===== config.mk =====
export PLATFORM = sky130hd
export DESIGN_NAME = murmur3_32_hash_top
export DESIGN_NICKNAME = d
export VERILOG_FILES = /design/src/sv/m3h_pkg.sv /design/src/sv/m3h_front.sv /design/src/sv/m3h_queue.sv /design/src/sv/m3h_back.sv /design/src/sv/murmur3_32_hash_top.sv
export SDC_FILE = /design/constraint.sdc
export NUM_CORES = 2
export LEC_CHECK = 0
export BUFFER_PORTS_ARGS = -buffer_cell sky130_fd_sc_hd__buf_4
export CORE_ASPECT_RATIO = 2
export CORE_MARGIN = 2
export CORE_UTILIZATION = 45
export DETAILED_ROUTE_END_ITERATION = 7
export GPL_ROUTABILITY_DRIVEN = 0
export PLACE_DENSITY_LB_ADDON = 0.3
export SLEW_MARGIN = 20
export SYNTH_ARGS = -nofsm -noshare
export SYNTH_HDL_FRONTEND = slang
export SYNTH_SLANG_ARGS = --single-unit

===== constraint.sdc =====
create_clock -name clk -period 6.55 [get_ports clk]
set_input_delay 0 -clock clk [delete_from_list [all_inputs] [get_ports clk]]
set_output_delay 0 -clock clk [all_outputs]
set_load 0.02 [all_outputs]

===== src/sv/m3h_pkg.sv =====
// Shared constants and types for the MurmurHash3 x86_32 engine.
// No dependencies.
`default_nettype none

package m3h_pkg;

  localparam logic [31:0] M3H_C1 = 32'hcc9e2d51;
  localparam logic [31:0] M3H_C2 = 32'h1b873593;
  localparam logic [31:0] M3H_N  = 32'he6546b64;
  localparam logic [31:0] M3H_F1 = 32'h85ebca6b;
  localparam logic [31:0] M3H_F2 = 32'hc2b2ae35;

  localparam int M3H_QUEUE_DEPTH = 4;

  localparam int M3H_ADDR_W = 3;
  localparam logic M3H_REG_SEED = 1'b0;

  // One scrambled word on its way from the front to the back.
  typedef struct packed {
    logic [31:0] k;
    logic [2:0]  count;
    logic        full;
    logic        end_msg;
  } m3h_item_t;

endpackage

`default_nettype wire


===== src/sv/m3h_front.sv =====
// Front end: accepts input words, masks and classifies them, scrambles k1.
// Depends on m3h_pkg.
`default_nettype none

module m3h_front
  import m3h_pkg::*;
(
  input  wire logic        clk,
  input  wire logic        rst,
  input  wire logic        in_valid,
  output logic             in_ready,
  input  wire logic [31:0] data_word,
  input  wire logic [2:0]  byte_count,
  input  wire logic        last,
  output logic             push_valid,
  input  wire logic        push_ready,
  output m3h_item_t        push_item
);

  logic        s1_valid;
  logic [31:0] s1_prod;
  logic [2:0]  s1_count;
  logic        s1_full;
  logic        s1_end;
  logic        s2_valid;
  m3h_item_t   s2_item;

  logic        s1_ready;
  logic        s2_ready;
  logic [2:0]  count_sat;
  logic [31:0] mask;
  logic [31:0] s1_prod_next;
  logic [31:0] s1_rot;
  m3h_item_t   s2_item_next;

  always_comb begin
    count_sat = (byte_count > 3'd4) ? 3'd4 : byte_count;
    case (count_sat)
      3'd0:    mask = 32'h0000_0000;
      3'd1:    mask = 32'h0000_00ff;
      3'd2:    mask = 32'h0000_ffff;
      3'd3:    mask = 32'h00ff_ffff;
      default: mask = 32'hffff_ffff;
    endcase
    s1_prod_next = 32'((data_word & mask) * M3H_C1);
  end

  always_comb begin
    s1_rot = {s1_prod[16:0], s1_prod[31:17]};
    s2_item_next.k       = 32'(s1_rot * M3H_C2);
    s2_item_next.count   = s1_count;
    s2_item_next.full    = s1_full;
    s2_item_next.end_msg = s1_end;
  end

  assign s2_ready = !s2_valid || push_ready;
  assign s1_ready = !s1_valid || s2_ready;
  assign in_ready = s1_ready;

  assign push_valid = s2_valid;
  assign push_item  = s2_item;

  always_ff @(posedge clk) begin
    if (rst) begin
      s1_valid <= 1'b0;
      s2_valid <= 1'b0;
    end else begin
      if (s1_ready) begin
        s1_valid <= in_valid;
      end
      if (s2_ready) begin
        s2_valid <= s1_valid;
      end
    end
  end

  always_ff @(posedge clk) begin
    if (s1_ready && in_valid) begin
      s1_prod  <= s1_prod_next;
      s1_count <= count_sat;
      s1_full  <= (count_sat == 3'd4);
      // a short word closes the message even without the last flag
      s1_end   <= last || (count_sat != 3'd4);
    end
    if (s2_ready && s1_valid) begin
      s2_item <= s2_item_next;
    end
  end

endmodule

`default_nettype wire


===== src/sv/m3h_queue.sv =====
// Small FIFO that decouples the front end from the hash back end.
// Depends on m3h_pkg.
`default_nettype none

module m3h_queue
  import m3h_pkg::*;
#(
  parameter int DEPTH = M3H_QUEUE_DEPTH
) (
  input  wire logic  clk,
  input  wire logic  rst,
  input  wire logic  wr_valid,
  output logic       wr_ready,
  input  m3h_item_t  wr_item,
  output logic       rd_valid,
  input  wire logic  rd_ready,
  output m3h_item_t  rd_item
);

  localparam int AW = (DEPTH > 1) ? $clog2(DEPTH) : 1;
  localparam int CW = $clog2(DEPTH + 1);

  m3h_item_t entries [DEPTH];
  logic [AW-1:0] wr_ptr;
  logic [AW-1:0] rd_ptr;
  logic [CW-1:0] fill;

  logic do_wr;
  logic do_rd;

  assign wr_ready = (fill != CW'(DEPTH));
  assign rd_valid = (fill != '0);
  assign rd_item  = entries[rd_ptr];
  assign do_wr    = wr_valid && wr_ready;
  assign do_rd    = rd_valid && rd_ready;

  always_ff @(posedge clk) begin
    if (rst) begin
      wr_ptr <= '0;
      rd_ptr <= '0;
      fill   <= '0;
    end else begin
      if (do_wr) begin
        wr_ptr <= (wr_ptr == AW'(DEPTH - 1)) ? '0 : wr_ptr + 1'b1;
      end
      if (do_rd) begin
        rd_ptr <= (rd_ptr == AW'(DEPTH - 1)) ? '0 : rd_ptr + 1'b1;
      end
      if (do_wr && !do_rd) begin
        fill <= fill + 1'b1;
      end else if (do_rd && !do_wr) begin
        fill <= fill - 1'b1;
      end
    end
  end

  always_ff @(posedge clk) begin
    if (do_wr) begin
      entries[wr_ptr] <= wr_item;
    end
  end

endmodule

`default_nettype wire


===== src/sv/m3h_back.sv =====
// Back end: h1 recurrence, length count and the fmix32 finalizer pipeline.
// Depends on m3h_pkg.
`default_nettype none

module m3h_back
  import m3h_pkg::*;
(
  input  wire logic        clk,
  input  wire logic        rst,
  input  wire logic [31:0] seed,
  input  wire logic        pop_valid,
  output logic             pop_ready,
  input  m3h_item_t        pop_item,
  output logic             out_valid,
  input  wire logic        out_ready,
  output logic [31:0]      hash_value
);

  logic        busy;
  logic [31:0] acc;
  logic [31:0] len;
  logic        fin1_valid;
  logic [31:0] fin1;
  logic        fin2_valid;
  logic [31:0] fin2;

  logic        fin1_ready;
  logic        fin2_ready;
  logic        outreg_ready;
  logic        do_pop;
  logic [31:0] h_base;
  logic [31:0] len_base;
  logic [31:0] h_x;
  logic [31:0] h_rot;
  logic [31:0] h_after;
  logic [31:0] len_next;
  logic [31:0] fin1_shx;
  logic [31:0] fin2_next;
  logic [31:0] fin2_shx;
  logic [31:0] fin3_prod;
  logic [31:0] hash_next;

  assign outreg_ready = !out_valid || out_ready;
  assign fin2_ready   = !fin2_valid || outreg_ready;
  assign fin1_ready   = !fin1_valid || fin2_ready;
  // a closing transaction waits for room in the finalizer
  assign pop_ready    = !pop_item.end_msg || fin1_ready;
  assign do_pop       = pop_valid && pop_ready;

  always_comb begin
    h_base   = busy ? acc : seed;
    len_base = busy ? len : 32'd0;
    h_x      = h_base ^ pop_item.k;
    h_rot    = {h_x[18:0], h_x[31:19]};
    h_after  = pop_item.full ? ((h_rot << 2) + h_rot + M3H_N) : h_x;
    len_next = len_base + {29'd0, pop_item.count};
  end

  always_comb begin
    fin1_shx  = fin1 ^ (fin1 >> 16);
    fin2_next = 32'(fin1_shx * M3H_F1);
    fin2_shx  = fin2 ^ (fin2 >> 13);
    fin3_prod = 32'(fin2_shx * M3H_F2);
    hash_next = fin3_prod ^ (fin3_prod >> 16);
  end

  always_ff @(posedge clk) begin
    if (rst) begin
      busy       <= 1'b0;
      len        <= 32'd0;
      fin1_valid <= 1'b0;
      fin2_valid <= 1'b0;
      out_valid  <= 1'b0;
    end else begin
      if (do_pop) begin
        busy <= !pop_item.end_msg;
        len  <= pop_item.end_msg ? 32'd0 : len_next;
      end
      if (fin1_ready) begin
        fin1_valid <= do_pop && pop_item.end_msg;
      end
      if (fin2_ready) begin
        fin2_valid <= fin1_valid;
      end
      if (outreg_ready) begin
        out_valid <= fin2_valid;
      end
    end
  end

  always_ff @(posedge clk) begin
    if (do_pop && !pop_item.end_msg) begin
      acc <= h_after;
    end
    if (do_pop && pop_item.end_msg) begin
      fin1 <= h_after ^ len_next;
    end
    if (fin2_ready && fin1_valid) begin
      fin2 <= fin2_next;
    end
    if (outreg_ready && fin2_valid) begin
      hash_value <= hash_next;
    end
  end

endmodule

`default_nettype wire


===== src/sv/murmur3_32_hash_top.sv =====
// Channel   Handshake              Payload
// in        in_valid / in_ready    data_word[31:0], byte_count[2:0], last
// out       out_valid / out_ready  hash_value[31:0]
// config    APB write/read         seed at byte address 0
//
// One word per cycle is taken in steady state unless the out side stalls; the
// h1 update is one shift-add per cycle in the back end. A closing word passes
// two scramble multiply stages, the queue, the h1 update and two fmix32
// multiply stages, one register each, before its hash is valid.
// Synchronous reset clears all valid state and the seed. Either side may
// stall; the queue absorbs the difference.
// Top level of the MurmurHash3 x86_32 engine; depends on m3h_pkg,
// m3h_front, m3h_queue and m3h_back.
`default_nettype none

module murmur3_32_hash_top
  import m3h_pkg::*;
#(
  parameter int QUEUE_DEPTH = M3H_QUEUE_DEPTH
) (
  input  wire logic                  clk,
  input  wire logic                  rst,
  input  wire logic                  in_valid,
  output logic                       in_ready,
  input  wire logic [31:0]           data_word,
  input  wire logic [2:0]            byte_count,
  input  wire logic                  last,
  output logic                       out_valid,
  input  wire logic                  out_ready,
  output logic [31:0]                hash_value,
  input  wire logic                  psel,
  input  wire logic                  penable,
  input  wire logic                  pwrite,
  input  wire logic [M3H_ADDR_W-1:0] paddr,
  input  wire logic [31:0]           pwdata,
  output logic [31:0]                prdata,
  output logic                       pready
);

  logic [31:0] seed;
  logic        seed_sel;
  logic        push_valid;
  logic        push_ready;
  m3h_item_t   push_item;
  logic        pop_valid;
  logic        pop_ready;
  m3h_item_t   pop_item;

  assign pready   = 1'b1;
  assign seed_sel = (paddr[M3H_ADDR_W-1:2] == M3H_REG_SEED);
  assign prdata   = seed_sel ? seed : 32'd0;

  always_ff @(posedge clk) begin
    if (rst) begin
      seed <= 32'd0;
    end else if (psel && penable && pwrite && pready && seed_sel) begin
      seed <= pwdata;
    end
  end

  m3h_front u_front (
    .clk        (clk),
    .rst        (rst),
    .in_valid   (in_valid),
    .in_ready   (in_ready),
    .data_word  (data_word),
    .byte_count (byte_count),
    .last       (last),
    .push_valid (push_valid),
    .push_ready (push_ready),
    .push_item  (push_item)
  );

  m3h_queue #(
    .DEPTH (QUEUE_DEPTH)
  ) u_queue (
    .clk      (clk),
    .rst      (rst),
    .wr_valid (push_valid),
    .wr_ready (push_ready),
    .wr_item  (push_item),
    .rd_valid (pop_valid),
    .rd_ready (pop_ready),
    .rd_item  (pop_item)
  );

  m3h_back u_back (
    .clk        (clk),
    .rst        (rst),
    .seed       (seed),
    .pop_valid  (pop_valid),
    .pop_ready  (pop_ready),
    .pop_item   (pop_item),
    .out_valid  (out_valid),
    .out_ready  (out_ready),
    .hash_value (hash_value)
  );

endmodule

`default_nettype wire


* Word-level counts from Yosys, hierarchy flattened
Memories as Yosys holds them, arrays and structs flattened. A register that Yosys moved wholly into a read port is not among the register bits.
Index checks and enable logic that the tools add are counted.
** Storage, ports and cells
- Bits in read-only memories :: 0
- Register bits after elaboration :: 279
- Memories :: 1
- Input bits :: 78
- Memory bits (writable) :: 148
- Latch bits :: 0
** Memory list
- u_queue.entries :: words 4, width 37, read ports 1, clocked after Yosys merged registers in 1, wr ports 1, line m3h_queue.sv:23 : m3h_item_t entries [DEPTH];
** Operators by class
- Reductions and logical operators :: 31
- Shift operators :: 0
- $add $sub $neg :: 7
- $mul :: 4
- $lt $le $gt $ge :: 1
- Muxes and demuxes :: 15
- Eq/ne operators :: 8
- Bitwise logic cells :: 7
- Div/mod/pow operators :: 0
** Operators by type and width (count)
- 32-bit two-way mux :: 5
- 32-bit one-hot mux with 4 select lines :: 1
- 32-bit by 31-bit multiplier with 32-bit output (second input constant) :: 2
- 32-bit by 16-bit XOR with 32-bit output :: 2
- 32-bit XOR :: 2
- 32-bit by 3-bit adder with 32-bit output :: 1
- 32-bit adder :: 1
- 32-bit adder (second input constant) :: 1
- 32-bit AND :: 1
- 32-bit by 29-bit multiplier with 32-bit output (second input constant) :: 1
- 32-bit by 32-bit multiplier with 32-bit output (second input constant) :: 1
- 32-bit by 19-bit XOR with 32-bit output :: 1
- 1-bit logical AND :: 13
- 3-bit two-way mux :: 3
- 1-bit zero test :: 8
- 2-bit two-way mux :: 4
- 1-bit logical OR :: 7
- 3-bit by 2-bit equality test with 1-bit output (second input constant) :: 2
- 3-bit inequality test (second input constant) :: 2
- 2-bit by 1-bit adder with 2-bit output (second input constant) :: 2
- 2-bit equality test (second input constant) :: 2
- 3-bit by 1-bit adder with 3-bit output (second input constant) :: 1
- 3-bit by 1-bit equality test with 1-bit output (second input constant) :: 1
- 3-bit equality test (second input constant) :: 1
- 7 further kinds :: 8

* Depth between registers and ports, before layout
- Depth after elaboration :: 9
- Mapped depth :: 28
- Mapped depth without buffers :: 27

* Modules after synthesis
From an unflattened synthesis, not the netlist that was laid out.
** Unflattened totals
- Cells, all modules :: 4903
- Area, all modules :: 53182.3 um^2
** By module, submodules not included
- m3h_back :: cells an instance 2630, seq. area each 4564.4 um^2, instances 1, area an instance 26855.8 um^2
- m3h_front :: cells an instance 1855, seq. area each 2262.2 um^2, instances 1, area an instance 18821.8 um^2
- m3h_queue :: cells an instance 241, seq. area each 4624.4 um^2, instances 1, area an instance 5808.1 um^2
- murmur3_32_hash_top :: cells an instance 177, seq. area each 640.6 um^2, instances 1, area an instance 1696.6 um^2

* Worst setup path after synthesis
Ideal clock, no wire load.
- Kind :: register -> register
- Start :: register u_back.fin1[26]
- End :: register u_back.fin2[31] (data pin)
- Period minus slack after synthesis :: 7.024 ns
- Slack :: -0.474 ns
- Data arrival time :: 6.762 ns
- Data required time :: 6.288 ns
- Cell stages (with the launch flop) :: 24
- Library setup time :: 0.262 ns
- Cells stage by stage :: edfxtp_1 xor2_1 fa_1 inv_1 fa_1 fa_1 inv_1 fa_1 fa_1 inv_1 fa_1 inv_1 fa_1 inv_1 fa_1 inv_1 ha_1 nand4_1 or2_2 or3_1 nand3_1 o211ai_1 o31ai_1 xnor2_1
** Between the ends
- Cells in the longest elaborated chain, start to end :: 2
** RTL lines
- start: declaration :: line m3h_back.sv:23 : logic [31:0] fin1;
- start signal: assignment :: line m3h_back.sv:96 : fin1 <= h_after ^ len_next;
- 32-bit by 16-bit XOR with 32-bit output :: line m3h_back.sv:60 : fin1_shx = fin1 ^ (fin1 >> 16);
- 32-bit by 32-bit multiplier with 32-bit output :: line m3h_back.sv:61 : fin2_next = 32'(fin1_shx * M3H_F1);
- net u_back.fin2_next[31] :: line m3h_back.sv:38 : logic [31:0] fin2_next;
- end signal: assignment :: line m3h_back.sv:99 : fin2 <= fin2_next;
- end: declaration :: line m3h_back.sv:25 : logic [31:0] fin2;
The timed path passes the listed nets, and every way through them passes these cells.
A chain may end at the register's enable or synchronous reset.

* Final worst setup path
- Start :: register u_back.fin1[7]
- End :: register u_back.fin2[31] (data pin)
Same word-level chain as after synthesis.

==> out/metrics.cfg <==
[sta]
fin_ws_ps=-217
grt_setup_unrepaired=true
hold_viol_final=0
relSlewSlack_pct=14.4
worstMarginPinSlew_ps=1270
slew_violations=0
fmax_mhz=148
skew_ps=46.5
period_needed_ps=6770
setup_violations=13
period_share_pct=103

[synthesis]
synth_area_um2=52700
postSynthCellCount=4907
syn-num-nets=6522
synth_area_per_cell_um2=10.7
synth_edf_count=350
synth_ff_type=edfxtp_1
synth_cell_types=85
ys_seq_area_share_pct=22.9
synth_seq_cells=429
yosys_warnings=0
synthArstFlopShare_pct=0

[place]
hpwlAfterDp_um=142000
numPortBuffers=141
place_area_um2=60300
place_inst=7078

[worst_setup_path]
critPathMaxFanout=5
slowest_stage=fa_1
worstPathRequired_ps=6900
cp_num_buf_inv=7
critPathCaptureType=flip-flop
path_cells=xor2_4 > buf_4 > ha_1 > inv_1 > fa_1 > fa_1 > inv_1 > fa_1 > fa_1 > inv_2 > fa_1 > inv_1 > fa_1 > inv_1 > fa_1 > inv_2 > ha_4 > nand4_1 > or2_4 > or3_4 > nand3_2 > o211ai_1 > o31ai_1 > xnor2_1
slowest_delay_ps=570
critPathKind=flip-flop to flip-flop
cp_common_cell=fa_1
arrival_ps=7120
critical-path-top-delay-family=adder cells
setup.worst_path.start_class=flip-flop

[floorplanning]
row_count=177
io_pins=145
die_h_um=488
core_area_um2=116000
start_util_pct=45.4
design.die.area_um2=120000
die_w_um=246

[finish]
syn2layout_area_growth_pct=21.4
fin_nets=7319
layout_common_cells=inv_1 (1205), buf_4 (755), ha_1 (754)
finalNonFillerCells=7262
final_common_cell=inv_1
drive_above_1_share_pct=20.8
design_area_um2=64100

[global_route]
grt_pass1_wl_um=246000
grt_pass1_vias=42738
grtUsageTotal_pct=28.2
grt-ovfl-total=0
grt_max_degree=78
antenna_found_initial=3

[clock_tree]
clk-insertion-delay-late_ps=640
cts_root_buf=clkbuf_16
h-tree-depth=2
clockBufferDepth=3
cts_tree=yes
cts_buffers=43
clock-sinks=429
clk_pin_slew_ps=70

[drt]
vias_per_cell=5.24
first_iter_violations=1713
via_count=38057
drcViolationCount=0
ant_nets=0
wl_um=166000
drtPass1Iterations=6
routedWlPerCell_um=22.9

[status]
violations=setup timing
status=complete, but fails checks

[run]
maxCapViolCount=0

[min_path]
worstHoldPathType=primary input to flip-flop

[flip-flops by register name, summed over array words and instances (netlist names), named ones only]
| name | cells |
|---|---|
| u_back.fin2_valid | 1 |
| u_queue.fill | 3 |
| u_queue.wr_ptr | 2 |
| u_back.out_valid | 1 |
| u_front.s1_count | 3 |
| u_back.fin2 | 32 |
| u_front.s1_valid | 1 |
| seed | 32 |
| u_back.fin1 | 32 |
| u_queue.entries | 148 |
| u_back.len | 32 |
| u_front.s1_prod | 32 |
| u_back.acc | 32 |
| u_back.fin1_valid | 1 |
| u_back.hash_value | 32 |
| u_back.busy | 1 |
| u_front.push_valid | 1 |
| u_front.s1_full | 1 |
| u_queue.rd_ptr | 2 |
| u_front.push_item | 37 |
| u_front.s1_end | 1 |
[logic make-up after synthesis]
group | Yosys count | share of synthesized area [%]
buffers and inverters | 1335 | 9.53
and+or+nand+nor | 641 | 5.80
DFF | 429 | 22.9
muxes | 78 | 2.34
AOI/OAI and AO/OA | 480 | 5.83
other | 1 | 0.00711
adders and majority gates | 1537 | 46.8
xor gates and xnor gates | 406 | 6.77
[worst paths after layout]
check / start / slack [ps] / to / cells after the start
min: data_word[1] / 4 / u_front.s1_prod[5] / 4
min reg2reg: u_front.s1_count[1] / 420 / u_front.push_item[3] / 0
max: u_back.fin1[7] / -220 / u_back.fin2[31] / 24
max reg2reg: u_back.fin1[7] / -220 / u_back.fin2[31] / 24
[stage by stage]
step	setup TNS (ps)	setup WS (ps)	utilization (%)	hold slack (ps)
after floorplan	-198	-186	-	78.1
after global placement	-6110	-474	51.8	251
after detailed placement	-8340	-556	51.8	259
after CTS	-1140	-195	54.3	3.59
after global routing	-5220	-462	55.1	49.8
final	-1160	-217	55.1	4.18
[routing by layer]
metal / up-vias / global-route usage [%] / wire, µm
met5: - / 0 / 0
met4: 0 / 29.8 / 22500
met3: 756 / 3.22 / 5390
met2: 1240 / 55.3 / 92800
met1: 18818 / 22.4 / 45300
li1: 17243 / - / -
[timing repair]
action | in CTS | in global routing
pin swaps | 102 | 131
endpoints found under the hold margin | 43 | 0
hold buffers | 42 | 0
buffers inserted | 31 | 37
resized for setup | 146 | 161
setup endpoints to repair | 36 | 48
[synthesized netlist by cell type (36+ instances only)]
cell type | number | area, µm²
inv_1 | 1259 | 4730
ha_1 | 811 | 10100
fa_1 | 726 | 14500
edfxtp_1 | 350 | 10500
xnor2_1 | 276 | 2420
nand2_1 | 220 | 826
a21oi_1 | 159 | 796
nor2_1 | 142 | 533
xor2_1 | 129 | 1130
o21ai_0 | 105 | 526
dfxtp_1 | 79 | 1580
clkbuf_1 | 57 | 214
nor2b_1 | 52 | 325
a21o_1 | 51 | 383
nand3_1 | 50 | 250
mux2i_1 | 39 | 390
mux4_2 | 36 | 811
[worst min-delay path: stages]
cell     delay, ps
buf_4          140
xnor2_1         70
nor2_1         120
ha_1           160
[area by class of cell]
class | count | area (µm²)
flip-flops and latches | 429 | 12100
repair buffers | 828 | 6500
inverters | 1259 | 4740
fillers | 10002 | 52200
clock inverters | 29 | 369
multi-input cells | 3143 | 37300
well taps | 1521 | 1900
clock buffers | 51 | 1110
diodes | 2 | 5.00
Power is not shown: default switching activity piles up to over one toggle a cycle in this logic, so the estimate is an artifact.
